File: config.mk
export PLATFORM = sky130hd
export DESIGN_NAME = track_odometer_with_sleeper_correction
export DESIGN_NICKNAME = d
export VERILOG_FILES = /design/src/rtl/tos_pkg.sv /design/src/rtl/tos_div.sv /design/src/rtl/tos_dp.sv /design/src/rtl/tos_ctrl.sv /design/src/rtl/track_odometer_with_sleeper_correction.sv
export SDC_FILE = /design/constraint.sdc
export NUM_CORES = 2
export LEC_CHECK = 0
export BUFFER_PORTS_ARGS = -buffer_cell sky130_fd_sc_hd__buf_2
export CAP_MARGIN = 5
export CORE_UTILIZATION = 65
export CTS_CLUSTER_SIZE = 25
export DETAILED_ROUTE_END_ITERATION = 10
export GPL_TIMING_DRIVEN = 0
export HOLD_SLACK_MARGIN = 0.03
export MAX_ROUTING_LAYER = met4
export PLACE_DENSITY = 0.89
export SLEW_MARGIN = 40
export SYNTH_ARGS = -nofsm -noshare
export SYNTH_HDL_FRONTEND = slang
export SYNTH_SLANG_ARGS = --single-unit
File: constraint.sdc
create_clock -name clock -period 10.5 [get_ports clock]
set_input_delay 1.575 -clock clock [delete_from_list [all_inputs] [get_ports clock]]
set_output_delay 1.575 -clock clock [all_outputs]
set_load 0.02 [all_outputs]
File: src/rtl/tos_pkg.sv
package tos_pkg;

   // Field and register widths.
   localparam int WORD_W     = 32;
   localparam int REG_W      = 16;
   localparam int CSR_IDX_W  = 2;

   // Shared divider sizing: the expected-position quotient has the widest dividend.
   localparam int DIVIDEND_W = 48;
   localparam int DIVISOR_W  = 17;
   localparam int REM_W      = DIVISOR_W;
   localparam int STEP_W     = 5;

   // Signed widths of the expected-position arithmetic.
   localparam int PROD_B_W   = 50;
   localparam int EXP_W      = 51;

   // Divider run lengths, two quotient bits per cycle.
   localparam logic [STEP_W-1:0] DIV_LONG_STEPS  = STEP_W'(DIVIDEND_W / 2);
   localparam logic [STEP_W-1:0] DIV_SHORT_STEPS = STEP_W'(WORD_W / 2);

   // Register reset values.
   localparam logic [REG_W-1:0] PULSES_RESET      = 16'd100;
   localparam logic [REG_W-1:0] SECTION_LEN_RESET = 16'd125;
   localparam logic [REG_W-1:0] SPACING_RESET     = 16'd600;
   localparam logic [REG_W-1:0] ERR_WIN_RESET     = 16'd20;

   // Configuration register indexes.
   typedef enum logic [CSR_IDX_W-1:0] {
      CSR_PULSES      = 2'd0,
      CSR_SECTION_LEN = 2'd1,
      CSR_SPACING     = 2'd2,
      CSR_ERR_WIN     = 2'd3
   } csr_index_type;

   // Controller states.
   typedef enum logic [3:0] {
      S_IDLE,
      S_EXEC,
      S_PRODUCT,
      S_DIV_EXP,
      S_WAIT_EXP,
      S_EXPECT,
      S_CHECK,
      S_DIV_CEIL,
      S_WAIT_CEIL,
      S_FIX,
      S_EMIT
   } tos_state_type;

   // Commands from the controller to the datapath.
   typedef struct packed {
      logic capture;
      logic exec;
      logic product;
      logic div_start;
      logic div_ceil;
      logic expect_load;
      logic fix;
      logic emit;
   } tos_cmd_type;

   // Status from the datapath to the controller.
   typedef struct packed {
      logic check_pending;
      logic out_of_window;
      logic div_busy;
      logic rsp_free;
   } tos_status_type;

   // Add two counter values and clamp at the all-ones value.
   function automatic logic [WORD_W-1:0] sat_add32(input logic [WORD_W-1:0] a,
                                                   input logic [WORD_W-1:0] b);
      logic [WORD_W:0] sum;
      sum = {1'b0, a} + {1'b0, b};
      return sum[WORD_W] ? {WORD_W{1'b1}} : sum[WORD_W-1:0];
   endfunction

endpackage

File: src/rtl/tos_div.sv
module tos_div
   import tos_pkg::*;
(
   input  logic                  clock,
   input  logic                  reset,
   input  logic                  start,
   input  logic [DIVIDEND_W-1:0] dividend,
   input  logic [DIVISOR_W-1:0]  divisor,
   input  logic [STEP_W-1:0]     steps,
   output logic                  busy,
   output logic [DIVIDEND_W-1:0] quotient,
   output logic [REM_W-1:0]      remainder
);

   logic                  busy_ff, busy_in;
   logic [STEP_W-1:0]     cnt_ff, cnt_in;
   logic [REM_W-1:0]      rem_ff, rem_in;
   logic [DIVIDEND_W-1:0] dq_ff, dq_in;
   logic [DIVISOR_W-1:0]  divisor_ff, divisor_in;

   logic [REM_W:0]        sh1, sh2;
   logic [REM_W-1:0]      r1, r2;
   logic                  q1, q2;

   // Two restoring steps per cycle; quotient bits shift in behind the dividend.
   always_comb begin
      sh1 = {rem_ff, dq_ff[DIVIDEND_W-1]};
      q1  = (sh1 >= {1'b0, divisor_ff});
      r1  = q1 ? REM_W'(sh1 - {1'b0, divisor_ff}) : sh1[REM_W-1:0];
      sh2 = {r1, dq_ff[DIVIDEND_W-2]};
      q2  = (sh2 >= {1'b0, divisor_ff});
      r2  = q2 ? REM_W'(sh2 - {1'b0, divisor_ff}) : sh2[REM_W-1:0];
   end

   // Next values for the run control and the working registers.
   always_comb begin
      busy_in    = busy_ff;
      cnt_in     = cnt_ff;
      rem_in     = rem_ff;
      dq_in      = dq_ff;
      divisor_in = divisor_ff;
      if (start) begin
         busy_in    = 1'b1;
         cnt_in     = steps;
         rem_in     = '0;
         dq_in      = dividend;
         divisor_in = divisor;
      end else if (busy_ff) begin
         rem_in = r2;
         dq_in  = {dq_ff[DIVIDEND_W-3:0], q1, q2};
         cnt_in = cnt_ff - STEP_W'(1);
         if (cnt_ff == STEP_W'(1)) begin
            busy_in = 1'b0;
         end
      end
   end

   // Run control.
   always_ff @(posedge clock) begin
      if (reset) begin
         busy_ff <= 1'b0;
         cnt_ff  <= '0;
      end else begin
         busy_ff <= busy_in;
         cnt_ff  <= cnt_in;
      end
   end

   // Working registers.
   always_ff @(posedge clock) begin
      rem_ff     <= rem_in;
      dq_ff      <= dq_in;
      divisor_ff <= divisor_in;
   end

   assign busy      = busy_ff;
   assign quotient  = dq_ff;
   assign remainder = rem_ff;

   // A new division is never started on top of one in progress.
   assert property (@(posedge clock) disable iff (reset) start |-> !busy_ff)
      else $error("divider started while busy");

   // A run ends only when its last step has been taken.
   assert property (@(posedge clock) disable iff (reset)
                    $fell(busy_ff) |-> $past(cnt_ff) == STEP_W'(1))
      else $error("divider finished early");

endmodule

File: src/rtl/tos_dp.sv
module tos_dp
   import tos_pkg::*;
(
   input  logic                 clock,
   input  logic                 reset,
   input  logic                 csr_we,
   input  logic [CSR_IDX_W-1:0] csr_index,
   input  logic [REG_W-1:0]     csr_data,
   input  logic                 req_cmd,
   input  logic                 req_edge_a,
   input  logic                 req_edge_b,
   input  logic                 req_sensor_one,
   input  logic                 req_sensor_two,
   input  logic                 rsp_stall,
   input  tos_cmd_type          cmd,
   output tos_status_type       status,
   output logic                 rsp_valid,
   output logic                 rsp_calibration_point,
   output logic [WORD_W-1:0]    rsp_section_count,
   output logic [WORD_W-1:0]    rsp_encoder_distance,
   output logic [WORD_W-1:0]    rsp_sleeper_distance_now,
   output logic [WORD_W-1:0]    rsp_sleeper_count,
   output logic                 rsp_position_corrected
);

   // Configuration registers.
   logic [REG_W-1:0] pulses_ff, section_len_ff, spacing_ff, err_win_ff;

   // Captured input beat.
   logic in_cmd_ff, in_ea_ff, in_eb_ff, in_s1_ff, in_s2_ff;

   // Odometer state.
   logic [WORD_W-1:0] edge_ff, edge_in;
   logic [WORD_W-1:0] sections_ff, sections_in;
   logic [WORD_W-1:0] enc_ff, enc_in;
   logic [WORD_W-1:0] slp_ff, slp_in;
   logic [WORD_W-1:0] slp_cnt_ff, slp_cnt_in;
   logic              first_ff, first_in;
   logic              armed_ff, armed_in;

   // Per-item flags.
   logic cal_ff, cal_in, corr_ff, corr_in, check_ff, check_in;

   // Expected-position working registers.
   logic [DIVIDEND_W-1:0]      prod_a_ff;
   logic signed [PROD_B_W-1:0] prod_b_ff;
   logic signed [EXP_W-1:0]    expected_ff;

   // Result register.
   logic              rsp_valid_ff;
   logic              rsp_cal_ff, rsp_corr_ff;
   logic [WORD_W-1:0] rsp_sections_ff, rsp_enc_ff, rsp_slp_ff, rsp_slp_cnt_ff;

   // Derived values.
   logic [REG_W-1:0]           p_eff, len_eff;
   logic [REG_W+1:0]           trig_limit;
   logic [WORD_W-1:0]          edge_sum, sec_inc, cnt_inc;
   logic                       detect;
   logic [DIVIDEND_W-1:0]      prod_a_in;
   logic signed [WORD_W:0]     sec_m1;
   logic signed [REG_W:0]      len_s;
   logic signed [PROD_B_W-1:0] prod_b_in;
   logic signed [EXP_W-1:0]    expected_in, dist_s, win_s;

   // Divider hookup.
   logic [DIVIDEND_W-1:0] div_dividend, div_quot;
   logic [DIVISOR_W-1:0]  div_divisor;
   logic [STEP_W-1:0]     div_steps;
   logic [REM_W-1:0]      div_rem;
   logic                  div_busy;

   // Configuration writes.
   always_ff @(posedge clock) begin
      if (reset) begin
         pulses_ff      <= PULSES_RESET;
         section_len_ff <= SECTION_LEN_RESET;
         spacing_ff     <= SPACING_RESET;
         err_win_ff     <= ERR_WIN_RESET;
      end else if (csr_we) begin
         unique case (csr_index_type'(csr_index))
            CSR_PULSES:      pulses_ff      <= csr_data;
            CSR_SECTION_LEN: section_len_ff <= csr_data;
            CSR_SPACING:     spacing_ff     <= csr_data;
            CSR_ERR_WIN:     err_win_ff     <= csr_data;
            default: begin
            end
         endcase
      end
   end

   // Input beat capture.
   always_ff @(posedge clock) begin
      if (cmd.capture) begin
         in_cmd_ff <= req_cmd;
         in_ea_ff  <= req_edge_a;
         in_eb_ff  <= req_edge_b;
         in_s1_ff  <= req_sensor_one;
         in_s2_ff  <= req_sensor_two;
      end
   end

   // A zero pulse count or section length counts as one.
   assign p_eff      = (pulses_ff == '0) ? REG_W'(1) : pulses_ff;
   assign len_eff    = (section_len_ff == '0) ? REG_W'(1) : section_len_ff;
   assign trig_limit = {({1'b0, p_eff} + (REG_W + 1)'(1)), 1'b0};

   assign edge_sum = sat_add32(edge_ff, {{(WORD_W-1){1'b0}}, in_ea_ff} +
                                        {{(WORD_W-1){1'b0}}, in_eb_ff});
   assign sec_inc  = sat_add32(sections_ff, WORD_W'(1));
   assign cnt_inc  = sat_add32(slp_cnt_ff, WORD_W'(1));
   assign detect   = armed_ff && in_s1_ff && in_s2_ff;

   // Item update, and the section fix after a failed position check.
   always_comb begin
      edge_in     = edge_ff;
      sections_in = sections_ff;
      enc_in      = enc_ff;
      slp_in      = slp_ff;
      slp_cnt_in  = slp_cnt_ff;
      first_in    = first_ff;
      armed_in    = armed_ff;
      cal_in      = cal_ff;
      corr_in     = corr_ff;
      check_in    = check_ff;
      if (cmd.exec) begin
         cal_in   = 1'b0;
         corr_in  = 1'b0;
         check_in = 1'b0;
         if (!in_cmd_ff) begin
            // Encoder edge beat: count, then test the calibration threshold.
            if ((edge_sum >= WORD_W'(trig_limit)) && first_ff) begin
               cal_in      = 1'b1;
               sections_in = sec_inc;
               if (sec_inc > WORD_W'(1)) begin
                  enc_in = sat_add32(enc_ff, WORD_W'(len_eff));
               end
               edge_in = '0;
            end else begin
               edge_in = edge_sum;
            end
         end else begin
            // Sleeper sample beat: detect on both high, re-arm on both low.
            if (detect) begin
               armed_in   = 1'b0;
               first_in   = 1'b1;
               slp_cnt_in = cnt_inc;
               if (cnt_inc > WORD_W'(1)) begin
                  slp_in   = sat_add32(slp_ff, WORD_W'(spacing_ff));
                  check_in = 1'b1;
               end
            end else if (!in_s1_ff && !in_s2_ff) begin
               armed_in = 1'b1;
            end
         end
      end
      if (cmd.fix) begin
         sections_in = div_quot[WORD_W-1:0] + WORD_W'(div_rem != '0);
         corr_in     = 1'b1;
      end
   end

   // Odometer state registers.
   always_ff @(posedge clock) begin
      if (reset) begin
         edge_ff     <= '0;
         sections_ff <= '0;
         enc_ff      <= '0;
         slp_ff      <= '0;
         slp_cnt_ff  <= '0;
         first_ff    <= 1'b0;
         armed_ff    <= 1'b1;
         cal_ff      <= 1'b0;
         corr_ff     <= 1'b0;
         check_ff    <= 1'b0;
      end else begin
         edge_ff     <= edge_in;
         sections_ff <= sections_in;
         enc_ff      <= enc_in;
         slp_ff      <= slp_in;
         slp_cnt_ff  <= slp_cnt_in;
         first_ff    <= first_in;
         armed_ff    <= armed_in;
         cal_ff      <= cal_in;
         corr_ff     <= corr_in;
         check_ff    <= check_in;
      end
   end

   // Products for the expected position: edges times length, and whole sections.
   assign prod_a_in = {{(DIVIDEND_W-WORD_W){1'b0}}, edge_ff} *
                      {{(DIVIDEND_W-REG_W){1'b0}}, len_eff};
   assign sec_m1    = $signed({1'b0, sections_ff}) - (WORD_W + 1)'(1);
   assign len_s     = $signed({1'b0, len_eff});
   assign prod_b_in = sec_m1 * len_s;

   always_ff @(posedge clock) begin
      if (cmd.product) begin
         prod_a_ff <= prod_a_in;
         prod_b_ff <= prod_b_in;
      end
   end

   // Divider operands: fraction of a section, or the rounded-up section count.
   assign div_dividend = cmd.div_ceil ? {slp_ff, {(DIVIDEND_W-WORD_W){1'b0}}} : prod_a_ff;
   assign div_divisor  = cmd.div_ceil ? {1'b0, len_eff} : {p_eff, 1'b0};
   assign div_steps    = cmd.div_ceil ? DIV_SHORT_STEPS : DIV_LONG_STEPS;

   tos_div u_div (
      .clock     (clock),
      .reset     (reset),
      .start     (cmd.div_start),
      .dividend  (div_dividend),
      .divisor   (div_divisor),
      .steps     (div_steps),
      .busy      (div_busy),
      .quotient  (div_quot),
      .remainder (div_rem)
   );

   // Expected position and the window test against the sleeper distance.
   assign expected_in = $signed({{(EXP_W-PROD_B_W){prod_b_ff[PROD_B_W-1]}}, prod_b_ff}) +
                        $signed({{(EXP_W-DIVIDEND_W){1'b0}}, div_quot});
   assign dist_s      = $signed({{(EXP_W-WORD_W){1'b0}}, slp_ff});
   assign win_s       = $signed({{(EXP_W-REG_W){1'b0}}, err_win_ff});

   always_ff @(posedge clock) begin
      if (cmd.expect_load) begin
         expected_ff <= expected_in;
      end
   end

   assign status.check_pending = check_ff;
   assign status.out_of_window = (dist_s > expected_ff + win_s) ||
                                 (dist_s < expected_ff - win_s);
   assign status.div_busy      = div_busy;
   assign status.rsp_free      = !rsp_valid_ff || !rsp_stall;

   // Result register: holds a beat until the receiver takes it.
   always_ff @(posedge clock) begin
      if (reset) begin
         rsp_valid_ff <= 1'b0;
      end else if (cmd.emit) begin
         rsp_valid_ff <= 1'b1;
      end else if (!rsp_stall) begin
         rsp_valid_ff <= 1'b0;
      end
   end

   always_ff @(posedge clock) begin
      if (cmd.emit) begin
         rsp_cal_ff      <= cal_ff;
         rsp_sections_ff <= sections_ff;
         rsp_enc_ff      <= enc_ff;
         rsp_slp_ff      <= slp_ff;
         rsp_slp_cnt_ff  <= slp_cnt_ff;
         rsp_corr_ff     <= corr_ff;
      end
   end

   assign rsp_valid                = rsp_valid_ff;
   assign rsp_calibration_point    = rsp_cal_ff;
   assign rsp_section_count        = rsp_sections_ff;
   assign rsp_encoder_distance     = rsp_enc_ff;
   assign rsp_sleeper_distance_now = rsp_slp_ff;
   assign rsp_sleeper_count        = rsp_slp_cnt_ff;
   assign rsp_position_corrected   = rsp_corr_ff;

   // A loaded result is always presented on the next cycle.
   assert property (@(posedge clock) disable iff (reset) cmd.emit |=> rsp_valid_ff)
      else $error("result loaded but not presented");

   // A section fix only follows a sleeper sample.
   assert property (@(posedge clock) disable iff (reset) cmd.fix |-> in_cmd_ff)
      else $error("section fix on an encoder beat");

   // Calibration and correction never come from the same beat.
   assert property (@(posedge clock) disable iff (reset)
                    rsp_valid_ff |-> !(rsp_cal_ff && rsp_corr_ff))
      else $error("calibration and correction on one beat");

endmodule

File: src/rtl/tos_ctrl.sv
module tos_ctrl
   import tos_pkg::*;
(
   input  logic           clock,
   input  logic           reset,
   input  logic           req_valid,
   output logic           req_stall,
   input  tos_status_type status,
   output tos_cmd_type    cmd
);

   tos_state_type state_ff, state_in;

   // State register.
   always_ff @(posedge clock) begin
      if (reset) begin
         state_ff <= S_IDLE;
      end else begin
         state_ff <= state_in;
      end
   end

   // Next state and datapath commands.
   always_comb begin
      state_in = state_ff;
      cmd      = '0;
      unique case (state_ff)
         S_IDLE: begin
            if (req_valid) begin
               cmd.capture = 1'b1;
               state_in    = S_EXEC;
            end
         end
         S_EXEC: begin
            cmd.exec = 1'b1;
            state_in = S_PRODUCT;
         end
         S_PRODUCT: begin
            cmd.product = 1'b1;
            state_in    = status.check_pending ? S_DIV_EXP : S_EMIT;
         end
         S_DIV_EXP: begin
            cmd.div_start = 1'b1;
            state_in      = S_WAIT_EXP;
         end
         S_WAIT_EXP: begin
            if (!status.div_busy) begin
               state_in = S_EXPECT;
            end
         end
         S_EXPECT: begin
            cmd.expect_load = 1'b1;
            state_in        = S_CHECK;
         end
         S_CHECK: begin
            state_in = status.out_of_window ? S_DIV_CEIL : S_EMIT;
         end
         S_DIV_CEIL: begin
            cmd.div_start = 1'b1;
            cmd.div_ceil  = 1'b1;
            state_in      = S_WAIT_CEIL;
         end
         S_WAIT_CEIL: begin
            cmd.div_ceil = 1'b1;
            if (!status.div_busy) begin
               state_in = S_FIX;
            end
         end
         S_FIX: begin
            cmd.fix  = 1'b1;
            state_in = S_EMIT;
         end
         S_EMIT: begin
            if (status.rsp_free) begin
               cmd.emit = 1'b1;
               state_in = S_IDLE;
            end
         end
         default: begin
            state_in = S_IDLE;
         end
      endcase
   end

   assign req_stall = (state_ff != S_IDLE);

endmodule

File: src/rtl/track_odometer_with_sleeper_correction.sv
// Track odometer with sleeper correction.
// The req_ channel carries one beat per event: an encoder edge beat (req_cmd low,
// req_edge_a and req_edge_b) or a sleeper sensor beat (req_cmd high, req_sensor_one
// and req_sensor_two). A beat moves when valid is high and stall is low.
// Every input beat yields exactly one rsp_ beat with the updated counters and
// the calibration and correction flags.
// The csr_ port writes the four 16-bit constants by index; write only while idle.
// An encoder beat, or a sleeper beat with no position check, passes the exec,
// product and emit states after acceptance before it reaches the result register,
// and the block takes the next beat only once it is back in idle. A sleeper beat
// that checks the position also runs the shared divider for the expected position,
// and again for the rounded-up section count when it corrects that count. The
// divider yields two quotient bits per cycle.
// The result register parts the two sides: a new beat is taken while a result
// waits under stall, and the next result waits in the datapath until it drains.
// Reset is synchronous: all counters clear, the sleeper detector is armed and
// the constants return to 100, 125, 600 and 20.
module track_odometer_with_sleeper_correction
   import tos_pkg::*;
(
   input  logic                 clock,
   input  logic                 reset,
   input  logic                 csr_we,
   input  logic [CSR_IDX_W-1:0] csr_index,
   input  logic [REG_W-1:0]     csr_data,
   input  logic                 req_valid,
   output logic                 req_stall,
   input  logic                 req_cmd,
   input  logic                 req_edge_a,
   input  logic                 req_edge_b,
   input  logic                 req_sensor_one,
   input  logic                 req_sensor_two,
   output logic                 rsp_valid,
   input  logic                 rsp_stall,
   output logic                 rsp_calibration_point,
   output logic [WORD_W-1:0]    rsp_section_count,
   output logic [WORD_W-1:0]    rsp_encoder_distance,
   output logic [WORD_W-1:0]    rsp_sleeper_distance_now,
   output logic [WORD_W-1:0]    rsp_sleeper_count,
   output logic                 rsp_position_corrected
);

   tos_cmd_type    cmd;
   tos_status_type status;

   // Sequencer.
   tos_ctrl u_ctrl (
      .clock     (clock),
      .reset     (reset),
      .req_valid (req_valid),
      .req_stall (req_stall),
      .status    (status),
      .cmd       (cmd)
   );

   // Counters, arithmetic and result register.
   tos_dp u_dp (
      .clock                    (clock),
      .reset                    (reset),
      .csr_we                   (csr_we),
      .csr_index                (csr_index),
      .csr_data                 (csr_data),
      .req_cmd                  (req_cmd),
      .req_edge_a               (req_edge_a),
      .req_edge_b               (req_edge_b),
      .req_sensor_one           (req_sensor_one),
      .req_sensor_two           (req_sensor_two),
      .rsp_stall                (rsp_stall),
      .cmd                      (cmd),
      .status                   (status),
      .rsp_valid                (rsp_valid),
      .rsp_calibration_point    (rsp_calibration_point),
      .rsp_section_count        (rsp_section_count),
      .rsp_encoder_distance     (rsp_encoder_distance),
      .rsp_sleeper_distance_now (rsp_sleeper_distance_now),
      .rsp_sleeper_count        (rsp_sleeper_count),
      .rsp_position_corrected   (rsp_position_corrected)
   );

endmodule

After elaboration in Yosys (flattened, before gate mapping) --
Cells that the tools add are included. W data, S select, Z words.
Operators by class: bitwise operators 1, equality and inequality tests 20, reductions and logical operators 33, muxes and demuxes 52, multipliers 2, add/subtract/negate cells 15, order comparisons 7
Operator list (number):
- $mux W32 | 10
- $mux W48 | 3
- $add A32 B1 Y33 const B | 2
- $add A32 B16 Y33 | 2
- $gt A32 B1 Y1 const B | 2
- $add A50 B49 Y51 | 1
- $add A51 B17 Y51 | 1
- $gt A33 B51 Y1 | 1
- $lt A33 B51 Y1 | 1
- $sub A51 B17 Y51 | 1
- $mul A33 B17 Y50 | 1
- $mul A32 B16 Y48 | 1
- $mux W16 | 3
- $pmux W4 S11 | 1
- $ge A18 B17 Y1 | 2
- $mux W17 | 2
- $sub A17 B17 Y17 | 2
- $add A32 B32 Y33 | 1
- $sub A32 B1 Y33 const B | 1
- $add A32 B1 Y32 | 1
- $ge A32 B18 Y1 | 1
- $logic_not A16 Y1 | 2
- $mux W4 | 7
- $mux W1 | 24
- 26 further kinds | 57
Storage, ports and cells: output and inout port bits 132, input bits 28, logic and storage cells 167, register bits after elaboration 606

Longest topological paths before layout --
word-level depth 9, mapped depth 35, mapped depth without buffers 33

Cells and area by module --
A second synthesis with hierarchy kept.
Second synthesis, totals: cells, all modules 7885, area, all modules 71059.4 um^2
Modules (own cells, without submodules):
- tos_dp | cells an instance 7320, area each 65183.8 um^2, instances 1, seq. area each 13132.6 um^2
- tos_div | cells an instance 512, area each 5535.3 um^2, instances 1, seq. area each 2412.3 um^2
- tos_ctrl | cells an instance 53, area each 340.3 um^2, instances 1, seq. area each 80.1 um^2

Least setup slack after synthesis --
No wires, ideal clock.
kind input-to-reg, start input port rsp_stall, end register u_dp.rsp_cal_ff (netlist: u_dp.rsp_calibration_point), enable pin, buffers on the path 0, required time 9838 ps, arrival time 7853 ps, path slack 1985 ps, cell stages on the path 1, path through a21oi_1
On the way: longest elaborated chain between the ends 4
RTL lines:
- start: declaration | RTL line track_odometer_with_sleeper_correction.sv:34 | input logic rsp_stall,
- $logic_not A1 Y1 | RTL line tos_dp.sv:236 | assign status.rsp_free = !rsp_valid_ff || !rsp_stall;
- $logic_or A1 B1 Y1 | RTL line tos_dp.sv:236
- $mux W1 | RTL line tos_ctrl.sv:74 | if (status.rsp_free) begin
- $mux W1 | RTL line tos_ctrl.sv:27 | unique case (state_ff)
- end signal: assignment | RTL line tos_dp.sv:251 | rsp_cal_ff <= cal_ff;
- end: declaration | RTL line tos_dp.sv:51 | logic rsp_cal_ff, rsp_corr_ff;
Every way passes these cells. A chain may end at the register's enable or synchronous reset.

Final worst setup path --
start register u_dp.sections_ff[0], end register u_dp.prod_b_ff[49] (data pin)
On the way: longest elaborated chain between the ends 2
RTL lines:
- start: declaration | RTL line tos_dp.sv:34 | logic [WORD_W-1:0] sections_ff, sections_in;
- start signal: assignment | RTL line tos_dp.sv:177 | sections_ff <= sections_in;
- $sub A32 B1 Y33 | RTL line tos_dp.sv:192 | assign sec_m1 = $signed({1'b0, sections_ff}) - (WORD_W + 1)'(1);
- $mul A33 B17 Y50 | RTL line tos_dp.sv:194 | assign prod_b_in = sec_m1 * len_s;
- via u_dp.prod_b_in[49] | RTL line tos_dp.sv:62 | logic signed [PROD_B_W-1:0] prod_b_in;
- end signal: assignment | RTL line tos_dp.sv:199 | prod_b_ff <= prod_b_in;
- end: declaration | RTL line tos_dp.sv:46 | logic signed [PROD_B_W-1:0] prod_b_ff;
The timed path passes the listed nets, and every way through them passes these cells.

==> impl_metrics.env <==
export IMPL_status="completed"
export IMPL_max_slew_margin_pct=34.3
export IMPL_cpPeakStageDelay_ns=0.58
export IMPL_grt_max_degree=30
export IMPL_start_util_pct=65.9
export IMPL_hold_viol=0
export IMPL_crit_end="u_dp.prod_b_ff[49]"
export IMPL_dr_first_iter_drc_count=6370
export IMPL_area_growth_pct=7.69
export IMPL_layout_common_cells="inv_1, nand2_1, fa_1"
export IMPL_tightest_slew_ns=0.985
export IMPL_synth_nets=9347
export IMPL_cts_path_max_buffers=3
export IMPL_min_period_over_period_pct=98.9
export IMPL_netlist_area_um2=70800
export IMPL_synth_seq_cells=606
export IMPL_globalRouteOverflowTotal=0
export IMPL_instances_no_fill=9647
export IMPL_regArea_um2=15600
export IMPL_finish_instance_area_um2=76200
export IMPL_maxSlewViolCount=0
export IMPL_place_gp_congestion=1.06
export IMPL_cts_max_level=2
export IMPL_place_inst=9503
export IMPL_clk_pin_slew_worst_paths_ns=0.07
export IMPL_fin_nets=9606
export IMPL_seq_area_frac_synth_pct=22.1
export IMPL_coreArea_um2=108000
export IMPL_clk_latency_ns=0.70
export IMPL_period_needed_ns=10.39
export IMPL_n_fill_cell=8184
export IMPL_critPathLaunchType="flip-flop"
export IMPL_cpMostUsedCell="fa_1"
export IMPL_die_x_um=332
export IMPL_routed_via_density=6.24
export IMPL_antenna_found_initial=28
export IMPL_r2r_start="u_dp.sections_ff[0]"
export IMPL_crit_type="flip-flop to flip-flop"
export IMPL_place_area_um2=73800
export IMPL_grt_pass1_vias=60000
export IMPL_port_buffers=158
export IMPL_maxCapViolations=0
export IMPL_r2r_cells=30
export IMPL_path_max_fanout=10
export IMPL_regToRegSetupSlack_ns=0.11
export IMPL_fp_dieH_um=332
export IMPL_synthCells=7915
export IMPL_hpwl_um=189000
export IMPL_endpoint_kind="flip-flop"
export IMPL_yosysWarnings=0
export IMPL_finalSetupViolations=0
export IMPL_met3WireLength_um=27400
export IMPL_synth_top_cell_area_share_pct=26.3
export IMPL_synth_enable_flop_cells=349
export IMPL_fmax_mhz=96.3
export IMPL_vias=60200
export IMPL_worst_ep_required_time_ns=10.85
export IMPL_dominantRegCellSynth="edfxtp_1"
export IMPL_setup_slack_ns=0.111
export IMPL_critPathArrivalTime_ns=10.74
export IMPL_ant_nets=0
export IMPL_cts_root_buf="clkbuf_16"
export IMPL_async_flop_share_pct=0
export IMPL_netlist_top_cells_area="fa_1, edfxtp_1, ha_1, dfxtp_1, inv_1"
export IMPL_clkSinkCount=606
export IMPL_grt_pass1_wl_um=354000
export IMPL_multiInputGateArea_um2=49300
export IMPL_highest_signal_layer="met4"
export IMPL_fin_worst_skew_ns=0.0759
export IMPL_dp_slack_ns=-0.629
export IMPL_firstDrtPassIters=8
export IMPL_route_detailed_drc=0
export IMPL_wire_per_inst_um=24.4
export IMPL_rsz0062_at_grt="yes"
export IMPL_die_area_um2=110000
export IMPL_hold_path_class="flip-flop to flip-flop"
export IMPL_mostFrequentLayoutCell="inv_1"
export IMPL_wl_met1_um=86400
export IMPL_syn_area_per_cell_um2=8.94
export IMPL_cp_slowest_cell="fa_1"
export IMPL_io_pins=160
export IMPL_grt_util_all_layers_pct=44.0
export IMPL_numCtsBuffers=60
export IMPL_final_layout_size_suffix_gt1_share_pct=6.65
export IMPL_rows=120
export IMPL_yosys_area_top_type="fa_1"
export IMPL_timing_rr_end="u_dp.prod_b_ff[49]"
export IMPL_tritoncts="built"
export IMPL_dr_wl_met2_um=102000
export IMPL_critPathLaunch="u_dp.sections_ff[0]"
export IMPL_synth_cell_types=105
export IMPL_wl_um=235000
## flip-flops by register name, summed over array words and instances, names as in the netlist, 48 cells and up
name and cells:
u_dp.prod_b_ff 50, u_dp.u_div.quotient 48, u_dp.prod_a_ff 48, u_dp.expected_ff 51
## routing by layer
metal  up-vias  global-route usage (%)
li1      26300                       -
met1     29400                    54.6
met2      3632                    64.9
met3       934                    9.52
met4         0                    29.0
met5         -                       -
## logic make-up (layout without fill, tap and decap cells)
group	Yosys count	in the layout	synth area share, %
flops	606	606	22.1
simple gates	2618	2618	17.9
fa+ha+maj	1404	1404	34.7
buf+inv	1629	1940	8.76
other cells	0	18	0
xor+xnor	390	390	4.84
compound gates	1197	1197	10.8
mux	71	71	1.04
## worst max-delay path: cells and delay by family (launching register included)
family                   cells  cell delay, ns
buffers and inverters        7            1.27
AO/OA/AOI/OAI                6            1.49
adder cells (fa/ha/maj)      8            3.81
XOR/XNOR                     2            0.98
flip-flops                   1            0.43
AND/OR/NAND/NOR              7            2.08
## cell type report
cell class                      instances  area share [%]
Tap cell                             1403            2.30
Multi-Input combinational cell       5680            64.7
Timing Repair Buffer                  197            1.53
Clock inverter                         39           0.581
Sequential cell                       606            20.5
Antenna cell                           18          0.0591
Buffer                                429            2.31
Clock buffer                           75            2.10
Inverter                             1200            5.91
## repair_timing
| item | in CTS | in global routing |
|---|---|---|
| hold endpoints to repair | 0 | 0 |
| hold buffers | 0 | 0 |
| gates resized for setup | 12 | 27 |
| buffers inserted | 0 | 12 |
| setup endpoints to repair | 6 | 10 |
| pin swaps | 1 | 2 |
## worst min path at each step
stage | cells past startpoint | slack [ns] | endpoint | from
finish | 0 | 0.42 | u_dp.rsp_sleeper_count[13] | u_dp.slp_cnt_ff[13]
global route | 0 | 0.44 | u_dp.rsp_sleeper_count[13] | u_dp.slp_cnt_ff[13]
CTS | 0 | 0.43 | u_dp.rsp_sleeper_count[13] | u_dp.slp_cnt_ff[13]
detailed placement | 0 | 0.41 | u_dp.rsp_sleeper_count[13] | u_dp.slp_cnt_ff[13]
global placement | 0 | 0.41 | u_dp.rsp_sleeper_count[13] | u_dp.slp_cnt_ff[13]
floorplan | 0 | 0.40 | u_dp.rsp_section_count[16] | u_dp.sections_ff[16]
## metrics by stage
| step | hold WS [ns] | TNS (ns) | utilization [%] |
|---|---|---|---|
| floorplan | 0.403 | 0 | - |
| global placement | 0.411 | -173.87 | 68.2 |
| detailed placement | 0.412 | -1.61 | 68.7 |
| CTS | 0.428 | 0 | 70.6 |
| global route | 0.440 | -0.225 | 70.9 |
| finish | 0.425 | 0 | 70.9 |
## cell usage after synthesis (all sizes together) (15+ instances only)
cell       n
nor3     119
and2     362
o21a      43
a31oi     47
edfxtp   349
a21oi    396
a21o     107
buf       58
ha       475
a311oi    26
clkbuf   371
o21ai    255
nand2   1164
nor2b     61
or3       34
o31ai     18
xor2     159
nor4      63
nand2b    48
fa       929
a211oi    67
a22o      15
nand3    180
dfxtp    257
mux2i     53
nor2     333
nand4     81
xnor2    231
o211ai    23
a221oi    18
and3      79
o22ai     16
mux2      18
or2       24
o21bai    26
inv     1198
and4      27
Power is left out: the tool's default activity adds up to more than one toggle a clock period on the data nets, which glitch-free logic cannot reach.
